<file path="src/rtl/rcsfd_pkg.sv">
// ----------------------------------------------------------------------------
// rcsfd_pkg
// Shared types and constants of the satellite frame decoder.
// ----------------------------------------------------------------------------
package rcsfd_pkg;

   localparam int unsigned BYTE_W      = 8;
   localparam int unsigned RAW_W       = 11;
   localparam int unsigned ID_W        = 5;
   localparam int unsigned SEL_W       = 4;
   localparam int unsigned ENTRY_W     = 12;
   localparam int unsigned ELAPSED_W   = 16;
   localparam int unsigned CSR_IDX_W   = 1;
   localparam int unsigned CSR_DATA_W  = 16;

   localparam logic [ELAPSED_W-1:0] ELAPSED_MAX = 16'hFFFF;

   localparam logic [RAW_W-1:0]     OFFSET_RESET  = 11'd342;
   localparam logic [ELAPSED_W-1:0] TIMEOUT_RESET = 16'd1000;

   // register indexes of the configuration port
   localparam logic [CSR_IDX_W-1:0] CSR_VALUE_OFFSET = 1'd0;
   localparam logic [CSR_IDX_W-1:0] CSR_TIMEOUT_MS   = 1'd1;

   // classified request handed from the front to the back
   typedef struct packed {
      logic             is_tick;    // advance elapsed counter
      logic             frame_done; // byte closed a frame
      logic             do_write;   // word carries a valid channel id
      logic [ID_W-1:0]  id;
      logic [RAW_W-1:0] raw;
      logic             sel_ok;     // selected channel exists
      logic [SEL_W-1:0] sel;
   } cmd_type;

endpackage

</file>
<file path="src/rtl/rcsfd_req_if.sv">
// ----------------------------------------------------------------------------
// rcsfd_req_if
// Request channel: received byte or millisecond tick plus channel select.
// ----------------------------------------------------------------------------
interface rcsfd_req_if;
   logic       valid;
   logic       ready;
   logic       func;
   logic [7:0] data_byte;
   logic [3:0] channel_select;

   modport source (output valid, output func, output data_byte,
                   output channel_select, input ready);
   modport sink   (input valid, input func, input data_byte,
                   input channel_select, output ready);
endinterface

</file>
<file path="src/rtl/rcsfd_rsp_if.sv">
// ----------------------------------------------------------------------------
// rcsfd_rsp_if
// Result channel: frame done, link status and selected channel value.
// ----------------------------------------------------------------------------
interface rcsfd_rsp_if;
   logic              valid;
   logic              ready;
   logic              frame_done;
   logic              link_ok;
   logic signed [11:0] channel_value;

   modport source (output valid, output frame_done, output link_ok,
                   output channel_value, input ready);
   modport sink   (input valid, input frame_done, input link_ok,
                   input channel_value, output ready);
endinterface

</file>
<file path="src/rtl/rc_satellite_frame_decoder.sv">
// ----------------------------------------------------------------------------
// rc_satellite_frame_decoder
// Satellite receiver serial frame decoder with link timeout monitor.
// ----------------------------------------------------------------------------
// Each request is a received byte or a one millisecond tick, and each request
// returns exactly one result. Bytes are counted into frames of FRAME_BYTES
// with no resynchronization; the first two bytes of a frame are skipped and
// each later byte pair is a big-endian word holding a 5-bit channel id and an
// 11-bit raw value. Ids below CHANNELS load value minus value_offset into the
// channel table, which reset clears. The byte closing a frame clears the
// elapsed counter; ticks advance it, saturating at 65535. link_ok is high
// while elapsed does not exceed timeout_ms. The block takes one request per
// clock while req_ch.ready is high. An accepted request is written into the
// two-entry request queue; the back part pops it once the result register is
// empty or being taken, and loads the result register, which drives rsp_ch.
// Throughput is set by the queue and result register handshake; a stalled
// result channel fills the queue and then drops req_ch.ready.
// Configuration writes are taken at any time the block is idle.
module rc_satellite_frame_decoder
   import rcsfd_pkg::*;
#(
   parameter int unsigned FRAME_BYTES = 16,
   parameter int unsigned CHANNELS    = 9
) (
   input  logic                  clock,
   input  logic                  reset,
   rcsfd_req_if.sink             req_ch,
   rcsfd_rsp_if.source           rsp_ch,
   input  logic                  csr_we,
   input  logic [CSR_IDX_W-1:0]  csr_index,
   input  logic [CSR_DATA_W-1:0] csr_wdata
);

   logic [RAW_W-1:0]     value_offset_ff, value_offset_in;
   logic [ELAPSED_W-1:0] timeout_ms_ff, timeout_ms_in;

   logic    q_push;
   cmd_type q_push_cmd;
   logic    q_pop;
   cmd_type q_head_cmd;
   logic    q_full;
   logic    q_empty;

   // decode configuration writes
   always_comb begin
      value_offset_in = value_offset_ff;
      timeout_ms_in   = timeout_ms_ff;
      if (csr_we) begin
         case (csr_index)
            CSR_VALUE_OFFSET: value_offset_in = csr_wdata[RAW_W-1:0];
            CSR_TIMEOUT_MS:   timeout_ms_in   = csr_wdata;
            default: begin
               value_offset_in = value_offset_ff;
               timeout_ms_in   = timeout_ms_ff;
            end
         endcase
      end
   end

   always_ff @(posedge clock) begin
      if (reset) begin
         value_offset_ff <= OFFSET_RESET;
         timeout_ms_ff   <= TIMEOUT_RESET;
      end else begin
         value_offset_ff <= value_offset_in;
         timeout_ms_ff   <= timeout_ms_in;
      end
   end

   // front: track frame position, build the word, classify the request
   rcsfd_front #(
      .FRAME_BYTES (FRAME_BYTES),
      .CHANNELS    (CHANNELS)
   ) u_front (
      .clock      (clock),
      .reset      (reset),
      .req_ch     (req_ch),
      .q_full     (q_full),
      .q_push     (q_push),
      .q_push_cmd (q_push_cmd)
   );

   // hold classified requests so front and back stall independently
   rcsfd_queue u_queue (
      .clock    (clock),
      .reset    (reset),
      .push     (q_push),
      .push_cmd (q_push_cmd),
      .pop      (q_pop),
      .head_cmd (q_head_cmd),
      .full     (q_full),
      .empty    (q_empty)
   );

   // back: update table and elapsed counter, register the result
   rcsfd_back #(
      .CHANNELS (CHANNELS)
   ) u_back (
      .clock        (clock),
      .reset        (reset),
      .head_cmd     (q_head_cmd),
      .q_empty      (q_empty),
      .q_pop        (q_pop),
      .value_offset (value_offset_ff),
      .timeout_ms   (timeout_ms_ff),
      .rsp_ch       (rsp_ch)
   );

endmodule

</file>
<file path="src/rtl/rcsfd_front.sv">
// ----------------------------------------------------------------------------
// rcsfd_front
// Accepts requests, tracks frame position and assembles channel words.
// ----------------------------------------------------------------------------
module rcsfd_front
   import rcsfd_pkg::*;
#(
   parameter int unsigned FRAME_BYTES = 16,
   parameter int unsigned CHANNELS    = 9
) (
   input  logic             clock,
   input  logic             reset,
   rcsfd_req_if.sink        req_ch,
   input  logic             q_full,
   output logic             q_push,
   output cmd_type          q_push_cmd
);

   localparam int unsigned IDX_W = $clog2(FRAME_BYTES);
   localparam logic [IDX_W-1:0] LAST_IDX = IDX_W'(FRAME_BYTES - 1);

   logic [IDX_W-1:0]  byte_index_ff, byte_index_in;
   logic [BYTE_W-1:0] high_byte_ff, high_byte_in;
   logic              accept;
   logic              is_byte;
   logic              body_byte;
   logic              last_byte;

   assign req_ch.ready = !q_full;
   assign accept       = req_ch.valid && req_ch.ready;
   assign is_byte      = !req_ch.func;
   assign body_byte    = (byte_index_ff >= IDX_W'(2));
   assign last_byte    = (byte_index_ff == LAST_IDX);

   always_comb begin
      byte_index_in = byte_index_ff;
      high_byte_in  = high_byte_ff;
      if (accept && is_byte) begin
         if (body_byte && !byte_index_ff[0]) begin
            high_byte_in = req_ch.data_byte;
         end
         byte_index_in = last_byte ? '0 : byte_index_ff + IDX_W'(1);
      end
   end

   always_comb begin
      q_push               = accept;
      q_push_cmd.is_tick    = req_ch.func;
      q_push_cmd.frame_done = is_byte && last_byte;
      q_push_cmd.id         = high_byte_ff[BYTE_W-1 -: ID_W];
      q_push_cmd.raw        = {high_byte_ff[RAW_W-BYTE_W-1:0], req_ch.data_byte};
      q_push_cmd.do_write   = is_byte && body_byte && byte_index_ff[0]
                              && ({1'b0, high_byte_ff[BYTE_W-1 -: ID_W]}
                                  < (ID_W+1)'(CHANNELS));
      q_push_cmd.sel        = req_ch.channel_select;
      q_push_cmd.sel_ok     = ({2'b00, req_ch.channel_select} < (SEL_W+2)'(CHANNELS));
   end

   always_ff @(posedge clock) begin
      if (reset) begin
         byte_index_ff <= '0;
         high_byte_ff  <= '0;
      end else begin
         byte_index_ff <= byte_index_in;
         high_byte_ff  <= high_byte_in;
      end
   end

endmodule

</file>
<file path="src/rtl/rcsfd_queue.sv">
// ----------------------------------------------------------------------------
// rcsfd_queue
// Two-entry queue of classified requests between front and back.
// ----------------------------------------------------------------------------
module rcsfd_queue
   import rcsfd_pkg::*;
(
   input  logic    clock,
   input  logic    reset,
   input  logic    push,
   input  cmd_type push_cmd,
   input  logic    pop,
   output cmd_type head_cmd,
   output logic    full,
   output logic    empty
);

   cmd_type    slot_ff [2];
   logic       wr_ptr_ff, wr_ptr_in;
   logic       rd_ptr_ff, rd_ptr_in;
   logic [1:0] count_ff, count_in;

   assign full     = (count_ff == 2'd2);
   assign empty    = (count_ff == 2'd0);
   assign head_cmd = slot_ff[rd_ptr_ff];

   always_comb begin
      wr_ptr_in = push ? !wr_ptr_ff : wr_ptr_ff;
      rd_ptr_in = pop  ? !rd_ptr_ff : rd_ptr_ff;
      count_in  = count_ff + {1'b0, push} - {1'b0, pop};
   end

   always_ff @(posedge clock) begin
      if (push) begin
         slot_ff[wr_ptr_ff] <= push_cmd;
      end
   end

   always_ff @(posedge clock) begin
      if (reset) begin
         wr_ptr_ff <= 1'b0;
         rd_ptr_ff <= 1'b0;
         count_ff  <= 2'd0;
      end else begin
         wr_ptr_ff <= wr_ptr_in;
         rd_ptr_ff <= rd_ptr_in;
         count_ff  <= count_in;
      end
   end

endmodule

</file>
<file path="src/rtl/rcsfd_back.sv">
// ----------------------------------------------------------------------------
// rcsfd_back
// Updates the channel table and elapsed counter, registers each result.
// ----------------------------------------------------------------------------
module rcsfd_back
   import rcsfd_pkg::*;
#(
   parameter int unsigned CHANNELS = 9
) (
   input  logic                 clock,
   input  logic                 reset,
   input  cmd_type              head_cmd,
   input  logic                 q_empty,
   output logic                 q_pop,
   input  logic [RAW_W-1:0]     value_offset,
   input  logic [ELAPSED_W-1:0] timeout_ms,
   rcsfd_rsp_if.source          rsp_ch
);

   localparam int unsigned CH_W = (CHANNELS > 1) ? $clog2(CHANNELS) : 1;

   logic [ENTRY_W-1:0]   table_ff [CHANNELS];
   logic [ELAPSED_W-1:0] elapsed_ff, elapsed_in;
   logic                 rsp_valid_ff, rsp_valid_in;
   logic                 done_ff;
   logic                 link_ff;
   logic [ENTRY_W-1:0]   value_ff, value_in;
   logic [ENTRY_W-1:0]   new_entry;
   logic [CH_W-1:0]      wr_idx;
   logic [CH_W-1:0]      rd_idx;
   logic                 wr_en;

   assign q_pop  = !q_empty && (!rsp_valid_ff || rsp_ch.ready);
   assign wr_en  = q_pop && head_cmd.do_write;
   assign wr_idx = CH_W'(head_cmd.id);
   assign rd_idx = CH_W'({1'b0, head_cmd.sel});

   assign new_entry = {1'b0, head_cmd.raw} - {1'b0, value_offset};

   always_comb begin
      elapsed_in = elapsed_ff;
      if (q_pop) begin
         if (head_cmd.is_tick) begin
            if (elapsed_ff != ELAPSED_MAX) begin
               elapsed_in = elapsed_ff + ELAPSED_W'(1);
            end
         end else if (head_cmd.frame_done) begin
            elapsed_in = '0;
         end
      end
   end

   // forward a same-item write to the read port
   always_comb begin
      value_in = '0;
      if (head_cmd.sel_ok) begin
         if (head_cmd.do_write && (wr_idx == rd_idx)) begin
            value_in = new_entry;
         end else begin
            value_in = table_ff[rd_idx];
         end
      end
   end

   always_comb begin
      if (q_pop) begin
         rsp_valid_in = 1'b1;
      end else if (rsp_ch.ready) begin
         rsp_valid_in = 1'b0;
      end else begin
         rsp_valid_in = rsp_valid_ff;
      end
   end

   always_ff @(posedge clock) begin
      if (reset) begin
         for (int i = 0; i < CHANNELS; i++) begin
            table_ff[i] <= '0;
         end
      end else if (wr_en) begin
         table_ff[wr_idx] <= new_entry;
      end
   end

   always_ff @(posedge clock) begin
      if (reset) begin
         elapsed_ff   <= '0;
         rsp_valid_ff <= 1'b0;
      end else begin
         elapsed_ff   <= elapsed_in;
         rsp_valid_ff <= rsp_valid_in;
      end
   end

   always_ff @(posedge clock) begin
      if (q_pop) begin
         done_ff  <= head_cmd.frame_done;
         link_ff  <= (elapsed_in <= timeout_ms);
         value_ff <= value_in;
      end
   end

   assign rsp_ch.valid         = rsp_valid_ff;
   assign rsp_ch.frame_done    = done_ff;
   assign rsp_ch.link_ok       = link_ff;
   assign rsp_ch.channel_value = signed'(value_ff);

endmodule
</file>
<file path="src/flat_wrapper.sv">
// flat-port wrapper written by rule: the top's interface ports become plain ports
module rc_satellite_frame_decoder_flat import rcsfd_pkg::*;
#(
   parameter int unsigned FRAME_BYTES = 16,
   parameter int unsigned CHANNELS    = 9
)
  (clock, reset, csr_we, csr_index, csr_wdata, req_ch_valid, req_ch_func, req_ch_data_byte, req_ch_channel_select, req_ch_ready, rsp_ch_valid, rsp_ch_frame_done, rsp_ch_link_ok, rsp_ch_channel_value, rsp_ch_ready);
  rcsfd_req_if req_ch_i ();
  rcsfd_rsp_if rsp_ch_i ();
  input  logic clock;
  input  logic reset;
  input  logic csr_we;
  input  logic [CSR_IDX_W-1:0] csr_index;
  input  logic [CSR_DATA_W-1:0] csr_wdata;
  input wire logic [$bits(req_ch_i.valid)-1:0] req_ch_valid;
  input wire logic [$bits(req_ch_i.func)-1:0] req_ch_func;
  input wire logic [$bits(req_ch_i.data_byte)-1:0] req_ch_data_byte;
  input wire logic [$bits(req_ch_i.channel_select)-1:0] req_ch_channel_select;
  output wire logic [$bits(req_ch_i.ready)-1:0] req_ch_ready;
  output wire logic [$bits(rsp_ch_i.valid)-1:0] rsp_ch_valid;
  output wire logic [$bits(rsp_ch_i.frame_done)-1:0] rsp_ch_frame_done;
  output wire logic [$bits(rsp_ch_i.link_ok)-1:0] rsp_ch_link_ok;
  output wire logic [$bits(rsp_ch_i.channel_value)-1:0] rsp_ch_channel_value;
  input wire logic [$bits(rsp_ch_i.ready)-1:0] rsp_ch_ready;
  assign req_ch_i.valid = req_ch_valid;
  assign req_ch_i.func = req_ch_func;
  assign req_ch_i.data_byte = req_ch_data_byte;
  assign req_ch_i.channel_select = req_ch_channel_select;
  assign req_ch_ready = req_ch_i.ready;
  assign rsp_ch_valid = rsp_ch_i.valid;
  assign rsp_ch_frame_done = rsp_ch_i.frame_done;
  assign rsp_ch_link_ok = rsp_ch_i.link_ok;
  assign rsp_ch_channel_value = rsp_ch_i.channel_value;
  assign rsp_ch_i.ready = rsp_ch_ready;
  rc_satellite_frame_decoder #(.FRAME_BYTES(FRAME_BYTES), .CHANNELS(CHANNELS)) u_core (.clock(clock), .reset(reset), .req_ch(req_ch_i), .rsp_ch(rsp_ch_i), .csr_we(csr_we), .csr_index(csr_index), .csr_wdata(csr_wdata));
endmodule
</file>
<file path="config.mk">
export PLATFORM = sky130hd
export DESIGN_NAME = rc_satellite_frame_decoder_flat
export DESIGN_NICKNAME = d
export VERILOG_FILES = /design/src/rtl/rcsfd_pkg.sv /design/src/rtl/rcsfd_req_if.sv /design/src/rtl/rcsfd_rsp_if.sv /design/src/rtl/rc_satellite_frame_decoder.sv /design/src/rtl/rcsfd_front.sv /design/src/rtl/rcsfd_queue.sv /design/src/rtl/rcsfd_back.sv /design/src/flat_wrapper.sv
export SDC_FILE = /design/constraint.sdc
export NUM_CORES = 1
export LEC_CHECK = 0
export CAP_MARGIN = 15
export CORE_MARGIN = 2
export CORE_UTILIZATION = 55
export DETAILED_ROUTE_END_ITERATION = 6
export DONT_BUFFER_PORTS = 1
export GPL_TIMING_DRIVEN = 0
export PLACE_DENSITY = 0.79
export SLEW_MARGIN = 20
export SYNTH_ARGS = -nofsm -noshare
export SYNTH_HDL_FRONTEND = slang
export SYNTH_SLANG_ARGS = --single-unit
</file>
<file path="constraint.sdc">
create_clock -name clock -period 3.45 [get_ports clock]
set_input_delay 0.69 -clock clock [delete_from_list [all_inputs] [get_ports clock]]
set_output_delay 0.69 -clock clock [all_outputs]
set_load 0.1 [all_outputs]
</file>
[Word-level counts from Yosys, hierarchy flattened]
Memory sizes are Yosys's and may differ from the RTL's. A register that Yosys moved wholly into a read port is not among the register bits.
Index checks and enable logic that the tools add are counted.
Cells by class
  add/subtract/negate cells: 5
  $lt $le $gt $ge: 4
  equal/unequal tests: 4
  multiplexer cells: 20
  bitwise operators: 1
  reductions and logical operators: 24
Operators by type and width (count)
  $mux 16: 4
  $mux 12: 2
  $add 16x1->16 const B: 1
  $le 16x16->1: 1
  $ne 16x16->1 const B: 1
  $mux 1: 12
  $reduce_or 12->1: 1
  $sub 11x11->12: 1
  $logic_and 1x1->1: 10
  $mux 4: 2
  $logic_not 1->1: 7
  $reduce_and 2->1: 3
  $lt 5x4->1 const B: 1
  $add 4x1->4 const B: 1
  $eq 4x4->1: 1
  $eq 4x4->1 const B: 1
  $ge 4x2->1 const B: 1
  $lt 4x4->1 const B: 1
  $add 2x1->2: 1
  $eq 2x2->1 const B: 1
  $logic_not 2->1: 1
  $reduce_bool 2->1: 1
  $sub 2x1->2: 1
  $logic_or 1x1->1: 1
  $not 1->1: 1
Storage, ports and cells
  flip-flop bits (word level): 74
  RAM bits: 156
  input port bits: 35
  output and inout bits: 16
  logic and storage cells: 72
  memories kept: 2
Memory list
  u_core.u_back.table_ff: depth 9, width 12, read ports 1, clocked after Yosys merged registers in 0, wr ports 9, line rcsfd_back.sv:22  | logic [ENTRY_W-1:0] table_ff [CHANNELS];
  u_core.u_queue.slot_ff: depth 2, width 24, read ports 1, clocked after Yosys merged registers in 1, wr ports 1, line rcsfd_queue.sv:18  | cmd_type slot_ff [2];

[Logic depth before layout (Yosys ltp)]
Gate-level depths: netlist (run 1).
  depth after elaboration: 9
  gate-level depth with buffers: 15
  depth with buffers taken out: 13

[Cells and area by module]
Synthesis (run 1) repeated with hierarchy kept, for this count alone.
Second synthesis, totals
  cells, all modules: 1094
  area, all modules: 14749.1 um^2
Modules (own cells, without submodules)
  rcsfd_back: instances 1, cells each 803, area each 10814.1 um^2, sequential area each 6526.3 um^2
  rcsfd_queue: instances 1, cells each 96, area each 2054.5 um^2, sequential area each 1541.5 um^2
  rc_satellite_frame_decoder: instances 1, cells each 115, area each 1136.1 um^2, sequential area each 540.5 um^2
  rcsfd_front: instances 1, cells each 80, area each 744.5 um^2, sequential area each 240.2 um^2

[Worst setup path before layout (run 1)]
Ideal clock, no wire load.
  kind: flip-flop to flip-flop
  from: reg with a tool-made name
  to: mem u_core.u_back.table_ff[10][11] (data pin)
  library setup time: 0.284 ns
  data arrival time: 3.324 ns
  data required time: 3.166 ns
  setup slack: -0.159 ns
  cell stages (with the launch flop): 15
  path buffers: 6
  clock period less this slack: 3.609 ns
  cell sequence: dfxtp_1 -> buf_6 -> buf_6 -> buf_2 -> buf_4 -> clkbuf_1 -> mux2_2 -> ha_1 -> nand2_1 -> a2111o_1 -> a31oi_1 -> o21ai_0 -> a21oi_1 -> clkbuf_1 -> inv_1
RTL lines (line)
  end, declared: rcsfd_back.sv:22

==> results of run 1 <==
[what timing repair did]
item,4_1_cts,5_1_grt
pin swaps,2,2
setup endpoints to repair,171,96
setup buffers,4,1
cloned,1,1
resized for setup,22,21
[cells by family after synthesis]
| kind of cell | share of synthesized area [%] |
|---|---|
| XOR/XNOR | 1.16 |
| multiplexers | 8.54 |
| adder cells (fa/ha/maj) | 2.93 |
| AND/OR/NAND/NOR | 14.2 |
| flip-flops | 61.2 |
| buffers and inverters | 3.50 |
| AO/OA/AOI/OAI | 8.40 |
[layer usage]
metal	up-vias	share of wire (%)	track usage (%)
met1	4786	38	33.4
li1	4499	-	-
met5	-	0	0
met3	131	9.4	5.54
met2	618	48	43.9
met4	0	4.9	13.6
[path summary, 6_finish.rpt]
kind | slack, ps | to | startpoint
worst min-delay path | 270 | u_core.u_queue.slot_ff[1][11] | req_ch_data_byte[6]
worst max-delay path | 110 | u_core.u_back.table_ff[13][5] | register
worst max register to register | 110 | u_core.u_back.table_ff[13][5] | register
worst min register to register | 460 | u_core.u_queue.slot_ff[0][14] | u_core.u_front.high_byte_ff[1]
[state kept, by name, indices dropped and copies added (netlist names), named ones only]
| name | cells |
|---|---|
| u_core.u_back.elapsed_ff | 16 |
| u_core.u_back.rsp_ch.link_ok | 1 |
| u_core.u_queue.count_ff | 2 |
| u_core.u_back.table_ff | 192 |
| u_core.u_queue.wr_ptr_ff | 1 |
| u_core.u_back.rsp_ch.frame_done | 1 |
| u_core.timeout_ms_ff | 16 |
| u_core.value_offset_ff | 11 |
| u_core.u_back.rsp_ch.valid | 1 |
| u_core.u_front.high_byte_ff | 8 |
| u_core.u_back.rsp_ch.channel_value | 12 |
| u_core.u_queue.slot_ff | 46 |
| u_core.u_front.byte_index_ff | 4 |
| u_core.u_queue.rd_ptr_ff | 1 |
[placed cells by master, fill, tap and decap left out, types with 7 or more instances in the layout]
cell	netlist	routed
nand2b_1	27	26
nand3_1	23	23
nand4_1	14	14
inv_1	51	50
clkbuf_16	0	36
a21o_1	10	10
clkbuf_1	37	31
buf_4	6	10
edfxtp_1	252	252
nor2b_1	24	24
nor3_1	16	16
dfxtp_1	61	60
a32oi_1	11	11
o21ai_0	31	30
xnor2_1	10	9
clkinv_2	0	9
nand2_1	122	121
nor2_1	182	175
a211oi_1	23	21
mux4_2	9	9
a21oi_1	52	50
mux2_2	15	15
nor2_2	1	8
o22ai_1	9	9
xor2_1	9	8
mux2i_1	78	77
nand3b_1	7	7
buf_2	17	16
ha_1	32	28
[final cells by class]
cell class / count / area (µm²) / share of cell area [%]
sequential: 313 / 8790 / 54.4
multi-input combinational: 790 / 5200 / 32.2
clock buffer: 39 / 901 / 5.57
tap: 335 / 419 / 2.59
buffer: 63 / 350 / 2.17
clock inverter: 22 / 214 / 1.32
inverter: 51 / 195 / 1.21
timing repair buffer: 7 / 90.1 / 0.557
timing repair inverter: 1 / 5.00 / 0.0310
[report_power, final]
part / internal, mW / switching [mW]
sequential: 4.69 / 0.694
clock: 2.18 / 1.48
combinational: 1.35 / 2.70
[stage by stage]
stage / hold WS [ps] / area (µm²)
final: 271 / 16200
after global routing: 263 / 16200
after CTS: 264 / 16000
after detailed placement: 446 / 14800
after global placement: 432 / 14800
after floorplan: 425 / 14400
[synth_stat cells (all sizes together), types with 23 or more instances]
cell	instances	area share [%]
buf	28	1.2
mux2i	81	5.8
nand2	122	3.2
o21ai	31	1.1
nand3	23	0.80
a211oi	23	1.2
a21oi	52	1.8
ha	32	2.8
nor2b	24	1.0
nor2	183	4.8
edfxtp	252	53
nand2b	28	1.3
dfxtp	61	8.5
inv	51	1.3
clkbuf	37	0.97
==> out/qor.yml, run 1 <==
synthesis:
  ys_warn_count: 0
  synth-async-reset-ratio_pct: 0
  synth_cell_types: 65
  synth.ff_latch_count: 313
  syn_nets: 1287
  synth_area_per_cell_um2: 11.8
  synth-edff-count: 252
  syn_inst: 1219
  syn_area_um2: 14400
  seq_area_frac_synth_pct: 61.2
  synthFlopType: "edfxtp_1"
placement:
  preCtsSetupSlack_ps: -914
  port_buffers: 0
  gp_congestion: 0.951
  dpl.cell_count: 1555
  hpwl_um: 24100
global_route:
  grt_overflow_total: 0
  antenna_found_initial: 0
  track_usage_pct: 26.6
  grt_max_degree: 29
  grt_pass1_wl_um: 54600
  grt_pass1_vias: 9928
timing:
  slew_headroom_pct: 26.5
  tightest_slew_ps: 1100
  final.period_utilization_pct: 96.9
  hold_viol_final: 0
  max_freq_ghz: 0.299
  fin_ws_ps: 107
  finClkSkew_ps: 14.7
  period_minus_slack_ps: 3340
  drv_slew: 0
  fin_tns_setup_ps: 0
  finalSetupViolations: 0
floorplanning:
  start_util_pct: 55.5
  ios: 51
  core_um2: 25800
  die_x_um: 166
  dieHeight_um: 166
  rows: 59
  dieArea_um2: 27400
setup_path:
  path_class: "reg2reg"
  crit_path_start_kind: "register"
  worstPathArrival_ps: 3570
  cp-end-kind: "register"
  slowest_delay_ps: 390
  cpMaxStageDelayCell: "mux2_2"
  crit_buf_inv: 5
  cp.depth: 11
  critPathMaxFanout: 14
  r2r.worst_path.cells: 11
  path_cells: "buf_8 > buf_12 > clkbuf_8 > mux2_2 > ha_4 > a21oi_1 > nand2_1 > a31oi_1 > xor2_1 > clkbuf_2 > inv_1"
  critical_path.top_delay_family: "buffers and inverters"
  cp.required_ps: 3680
power:
  power_density_nw_per_um2: 810
  p_leak_nw: 6.16
  ir_worst_vdd_v: 0.000650
  totalPowerFinal_mw: 13.1
detailed_routing:
  drc: 0
  vias: 10000
  drt_iter0_markers: 1297
  routed_wl_um: 36200
  drtPass1Iterations: 6
  via_per_inst: 6.19
  post_drt_wl_per_cell_um: 22.3
  ant_nets: 0
cells_and_area:
  area_growth_syn_to_layout_pct: 12.6
  nFillCells: 1905
  utilization_pct: 62.6
  n_antenna_cell: 0
  final_cells: 1621
  drive_gt1_share_pct: 12.1
  nets: 1329
hold_path:
  hold_depth: 0
  hp-class: "in2reg"
cts:
  cts_hold_buf: 0
  cts.sinks: 313
  worstSkewPairLatency_ps: 510
  cts_max_path_buffers: 3
  cts_root_buf: "clkbuf_16"
  cts_buffers: 34
  clk_pin_slew_ps: 60
  cts_tree: "yes"
  h-tree-depth: 2
flow_run:
  timing.max_cap.violations: 0
status:
  outcome: "completed"
Power figures use the tool's default switching activity.
==> run 2, diff against run 1 <==
PLACE_DENSITY = unset   (was 0.79)
PLACE_DENSITY_LB_ADDON = 0.08   (was unset)
==> run 2 against run 1 <==
Count of clock-buffer cells in the layout unchanged. Setup slack improved by 67 ps. Global-route usage rose by 0.78 points.
==> out/qor.yml, run 2 (synthesized netlist as in run 1, its figures left out) <==
cts:
  cts_root_buf: "clkbuf_16"
  cts.sinks: 313  # unchanged
  h-tree-depth: 2  # unchanged
  cts_max_path_buffers: 3  # unchanged
  worstSkewPairLatency_ps: 510  # about the same
  cts_buffers: 35  # +2.9%
  cts_tree: "yes"
  clk_pin_slew_ps: 60  # about the same
hold_path:
  holdCritStartpoint: "req_ch_data_byte[2]"
  holdPathEnd: "u_core.u_queue.slot_ff[1][7]"
  hp-class: "in2reg"
  hold_depth: 0  # unchanged
timing:
  finalSetupViolations: 0  # unchanged
  hold_viol_final: 0  # unchanged
  max_freq_ghz: 0.305  # +2.0%
  period_minus_slack_ps: 3280  # -66.9 ps
  rsz0062_at_grt: "false"
  slew_headroom_pct: 27.5  # +1.1 points
  final.period_utilization_pct: 95.0  # -1.9 points
  tightest_slew_ps: 1070  # -36.9 ps
  finClkSkew_ps: 17.5  # +2.75 ps
  drv_slew: 0  # unchanged
floorplanning:
  dieArea_um2: 27400  # unchanged
  rows: 59  # unchanged
  start_util_pct: 55.5  # unchanged
  dieHeight_um: 166  # unchanged
  core_um2: 25800  # unchanged
  die_x_um: 166  # unchanged
  ios: 51  # unchanged
cells_and_area:
  drive_gt1_share_pct: 12.2  # +0.17 points
  n_antenna_cell: 0  # unchanged
  area_growth_syn_to_layout_pct: 12.6  # about the same
  final_cell_mix: "edfxtp_1, nor2_1, nand2_1"
  final_common_cell: "edfxtp_1"
  nets: 1327  # -0.15%
  top_register: "u_core.u_back.table_ff"
  stdcell_area_um2: 16200  # about the same
  nFillCells: 2085  # +9.4%
  largest_register_ffs: 192  # unchanged
  reg.largest.list: "u_core.u_back.table_ff x192, u_core.u_queue.slot_ff x46"
setup_path:
  critPathMaxFanout: 19  # +5
  r2r.worst_path.cells: 9  # -2
  worstPathArrival_ps: 3560  # about the same
  rrSetupSlack_ps: 170  # +70 ps
  cp-end-kind: "register"
  reg2reg_to: "u_core.u_back.rsp_ch.channel_value[9]"
  crit_path_start_kind: "register"
  cp.required_ps: 3740  # +60 ps
  path_class: "reg2reg"
global_route:
  grt_pass1_vias: 9444  # -4.9%
  track_usage_pct: 27.4  # +0.78 points
  antenna_found_initial: 0  # unchanged
  grt_pass1_wl_um: 55200  # +0.97%
  grt_overflow_total: 0  # unchanged
  grt_max_degree: 24  # -17%
detailed_routing:
  via_per_inst: 5.89  # -4.9%
  drtPass1Iterations: 5  # -1
  ant_nets: 0  # unchanged
  routed_wl_um: 36200  # +0.15%
  drt_iter0_markers: 980  # -24%
  post_drt_wl_per_cell_um: 22.4  # +0.21%
  vias: 9538  # -4.9%
  drc: 0  # unchanged
power:
  p_leak_nw: 6.16  # about the same
  power_density_nw_per_um2: 806  # -0.48%
  totalPowerFinal_mw: 13.0  # -0.49%
  ir_worst_vdd_v: 0.000569  # -13%
flow_run:
  timing.max_cap.violations: 0  # unchanged
status:
  outcome: "completed"
placement:
  hpwl_um: 24600  # +2.2%
  placed_area_um2: 14800  # about the same
  gp_congestion: 0.857  # -9.9%
  port_buffers: 0  # unchanged
## run 2: timing repair
action                                  in CTS  in global routing
buffers inserted                             2                  2
endpoints found under the setup margin     180                 93
resized for setup                           34                 16
cloned                                       2                  0
pin swaps                                    2                  3
hold buffers                                 0                  0
endpoints found under the hold margin        0                  0
## run 2: worst max-delay path by stage
stage	start	end	slack (ps)	depth (start not counted)
3_3_place_gp	register	u_core.u_back.rsp_ch.channel_value[3]	-1170	14
6_report	register	u_core.u_back.rsp_ch.channel_value[9]	170	9
4_1_cts	register	u_core.u_back.table_ff[11][11]	3	12
3_5_place_dp	register	u_core.u_back.table_ff[15][9]	-1150	14
5_1_grt	register	u_core.u_back.rsp_ch.link_ok	9	14
2_1_floorplan	register	u_core.u_back.table_ff[10][9]	70	13
## run 2: worst max-delay path: stages, from the launching register on
cell and delay (ps):
dfxtp_2 380, buf_12 170, buf_6 240, mux2_2 380, ha_1 370, inv_1 130
o311ai_0 730, nor3b_4 130, a21o_1 240, a21oi_1 280
## run 2: routing by layer
metal	routed length [µm]	GRT usage, %	vias to the layer above
li1	-	-	4495
met1	15000	35.9	4561
met3	2590	4.92	83
met5	0	0	-
met2	17100	45.5	399
met4	1510	10.9	0
## run 2: layout make-up
cell class	instances	area (µm²)	area share, %
sequential	313	8790	54.4
clock inverter	24	180	1.11
tap	335	419	2.59
timing repair inverter	1	5.00	0.0310
inverter	51	195	1.21
multi-input combinational	790	5240	32.4
timing repair buffer	5	62.6	0.387
clock buffer	39	933	5.77
buffer	62	339	2.10
## run 2: report_power, final
| part | internal [mW] | switching (mW) | leakage [nW] | total (mW) |
|---|---|---|---|---|
| logic | 1.34 | 2.69 | 2.66 | 4.03 |
| registers | 4.69 | 0.698 | 2.93 | 5.39 |
| clock network | 2.11 | 1.50 | 0.558 | 3.61 |
| total | 8.14 | 4.89 | 6.16 | 13.0 |
## run 2: per-stage QoR
| stage | cells | hold slack [ps] | TNS (ps) | setup slack, ps | util (%) |
|---|---|---|---|---|---|
| floorplan | 1219 | 425 | 0 | 69.3 | - |
| global placement | 1554 | 432 | -115870 | -1170 | 57.2 |
| detailed placement | 1554 | 441 | -110930 | -1150 | 57.3 |
| CTS | 1619 | 257 | 0 | 3.49 | 62.3 |
| global route | 1620 | 255 | 0 | 8.90 | 62.6 |
| finish | 1620 | 275 | 0 | 173 | 62.6 |
==> run 3, diff against run 2 <==
PLACE_DENSITY = 0.73   (was unset)
PLACE_DENSITY_LB_ADDON = unset   (was 0.08)
REMOVE_ABC_BUFFERS = 1   (was unset)
SYNTH_HIERARCHICAL = 1   (was unset)
==> run 3 against run 2 <==
The flow now finishes with violations (DRC). Hold slack got worse by 76 ps. Via count decreased by 9.8%. Die area increased by 2.2%. Sequential power about the same. Clock skew decreased by 7.3 ps. Power decreased by 11%. Critical path type unchanged. Largest power group unchanged.
==> out/qor.yml, run 3 <==
timing:
  hold_viol_final: 0  # unchanged
  drv_slew: 0  # unchanged
  period_minus_slack_ps: 3320  # +38.7 ps
  max_freq_ghz: 0.302  # -1.2%
  final.period_utilization_pct: 96.1  # +1.1 points
  fin_tns_setup_ps: 0  # unchanged
  finClkSkew_ps: 10.2  # -7.32 ps
  slew_headroom_pct: 36.5  # +9.0 points
  rsz0062_at_grt: "true"
  finalSetupViolations: 0  # unchanged
  tightest_slew_ps: 947  # -119 ps
cells_and_area:
  largest_register_ffs: 192  # unchanged
  nets: 1120  # -16%
  top_register: "u_core/u_back/table_ff"
  reg.largest.list: "u_core/u_back/table_ff x192, u_core/u_queue/slot_ff x46"
  stdcell_area_um2: 15800  # -2.0%
  area_growth_syn_to_layout_pct: 7.94
  drive_gt1_share_pct: 17.7  # +5.4 points
  n_antenna_cell: 0  # unchanged
  final_common_cell: "edfxtp_1"
  final_cell_mix: "edfxtp_1, nor2_1, dfxtp_1, mux4_2, inv_1"
power:
  p_sw_mw: 4.01  # -18%
  pwr-share-seq_pct: 46.5  # +5.1 points
  p_leak_nw: 5.67  # -8.0%
  swShare_pct: 34.5  # -3.1 points
  power_density_nw_per_um2: 735  # -8.8%
  ir_worst_vdd_v: 0.000424  # -25%
  combPwrFrac_pct: 25.8  # -5.1 points
  p_int_mw: 7.63  # -6.3%
  totalPowerFinal_mw: 11.6  # -11%
  pwr-share-clk_pct: 27.6  # about the same
global_route:
  antenna_found_initial: 0  # unchanged
  grt_overflow_total: 0  # unchanged
  grt_pass1_vias: 8426  # -11%
  grt_pass1_wl_um: 47600  # -14%
  grt_max_degree: 93  # +290%
  track_usage_pct: 21.8  # -5.6 points
cts:
  cts_tree: "yes"
  clk_pin_slew_ps: 60  # about the same
  cts_buffers: 31  # -11%
  cts.sinks: 313  # unchanged
  cts_max_path_buffers: 3  # unchanged
  cts_root_buf: "clkbuf_16"
  worstSkewPairLatency_ps: 560  # +50 ps
  h-tree-depth: 1  # -1
  cts_hold_buf: 0  # unchanged
floorplanning:
  dieHeight_um: 167  # +1.1%
  die_x_um: 167  # +1.1%
  rows: 59  # unchanged
  core_um2: 26100  # +1.1%
  ios: 51  # unchanged
  dieArea_um2: 28000  # +2.2%
  start_util_pct: 56.2  # +0.60 points
placement:
  port_buffers: 0  # unchanged
  hpwl_um: 19700  # -20%
  gp_congestion: 0.855  # -0.27%
  placed_area_um2: 14800  # -0.36%
detailed_routing:
  drt_iter0_markers: 818  # -17%
  vias: 8602  # -9.8%
  via_per_inst: 6.10  # +3.5%
  post_drt_wl_per_cell_um: 21.6  # -3.4%
  ant_nets: 0  # unchanged
  routed_wl_um: 30500  # -16%
  drtPass1Iterations: 7  # +2
  drc: 2  # +2
setup_path:
  crit_path_start_kind: "register"
  path_class: "reg2reg"
  cp-end-kind: "register"
  worstPathArrival_ps: 3510  # -50 ps
  critPathMaxFanout: 23  # +4
  cp.required_ps: 3640  # -100 ps
synthesis:
  ys_warn_count: 6  # +6
  synth_area_per_cell_um2: 13.5  # +14%
  syn_area_um2: 14700  # +2.2%
  syn_inst: 1091  # -11%
status:
  violations: "DRC"
  outcome: "complete, but fails checks"
hold_path:
  hp-class: "in2reg"
flow_run:
  timing.max_cap.violations: 0  # unchanged
[run 3: layout make-up]
type                    count  area (µm²)
flip-flops and latches    313        8790
multi-input cells         650        5400
well taps                 335         419
fillers                  2011       10300
clock inverters            15         139
clock buffers              42         827
inverters                  49         188
repair inverters            1        5.00
repair buffers              6        65.1
[run 3: through the flow]
| stage | worst slack, ps | hold slack (ps) | util [%] | std cells |
|---|---|---|---|---|
| floorplan | -377 | 427 | - | 1012 |
| global placement | -1480 | 436 | 56.0 | 1347 |
| detailed placement | -671 | 441 | 56.4 | 1351 |
| CTS | -21.1 | 175 | 60.3 | 1411 |
| global route | -22.9 | 171 | 60.6 | 1411 |
| finish | 135 | 199 | 60.6 | 1411 |
[run 3: path summary, 6_finish.rpt]
check | start | endpoint | slack (ps) | depth (start not counted)
worst min register to register | u_core/u_front/high_byte_ff[2] | u_core/u_queue/slot_ff[0][15] | 450 | 0
worst min-delay path | reset | u_core/u_back/elapsed_ff[14] | 200 | 1
worst max register to register | register | u_core/u_back/table_ff[7][4] | 130 | 5
worst max-delay path | register | u_core/u_back/table_ff[7][4] | 130 | 5
[run 3: routing by layer]
layer | vias up | GRT usage [%] | wire length, µm
met5 | - | 0 | 0
met3 | 45 | 3.52 | 2140
met4 | 0 | 5.82 | 574
li1 | 3991 | - | -
met1 | 4265 | 31.2 | 13200
met2 | 301 | 35.2 | 14600
[run 3: timing repair]
| action | CTS | global route |
|---|---|---|
| setup buffers | 2 | 0 |
| endpoints found under the setup margin | 122 | 89 |
| gates cloned | 1 | 0 |
| pin swaps | 0 | 0 |
| gates resized for setup | 6 | 16 |
[run 3: critical path, stage by stage (launching register included)]
cell and delay (ps):
dfxtp_4 630, mux2_4 270, nor4b_2 460, and3b_1 310, nand3_1 500, nand2b_1 760
[run 3: power by group through the flow]
stage                     combinational, mW  sequential, mW  clock (mW)
after floorplan                        2.02            5.44           0
after global placement                 2.73            5.48           0
after detailed placement               2.86            5.50           0
after CTS                              2.93            5.42        3.28
after global routing                   3.25            5.44        3.43
final                                  3.01            5.42        3.22
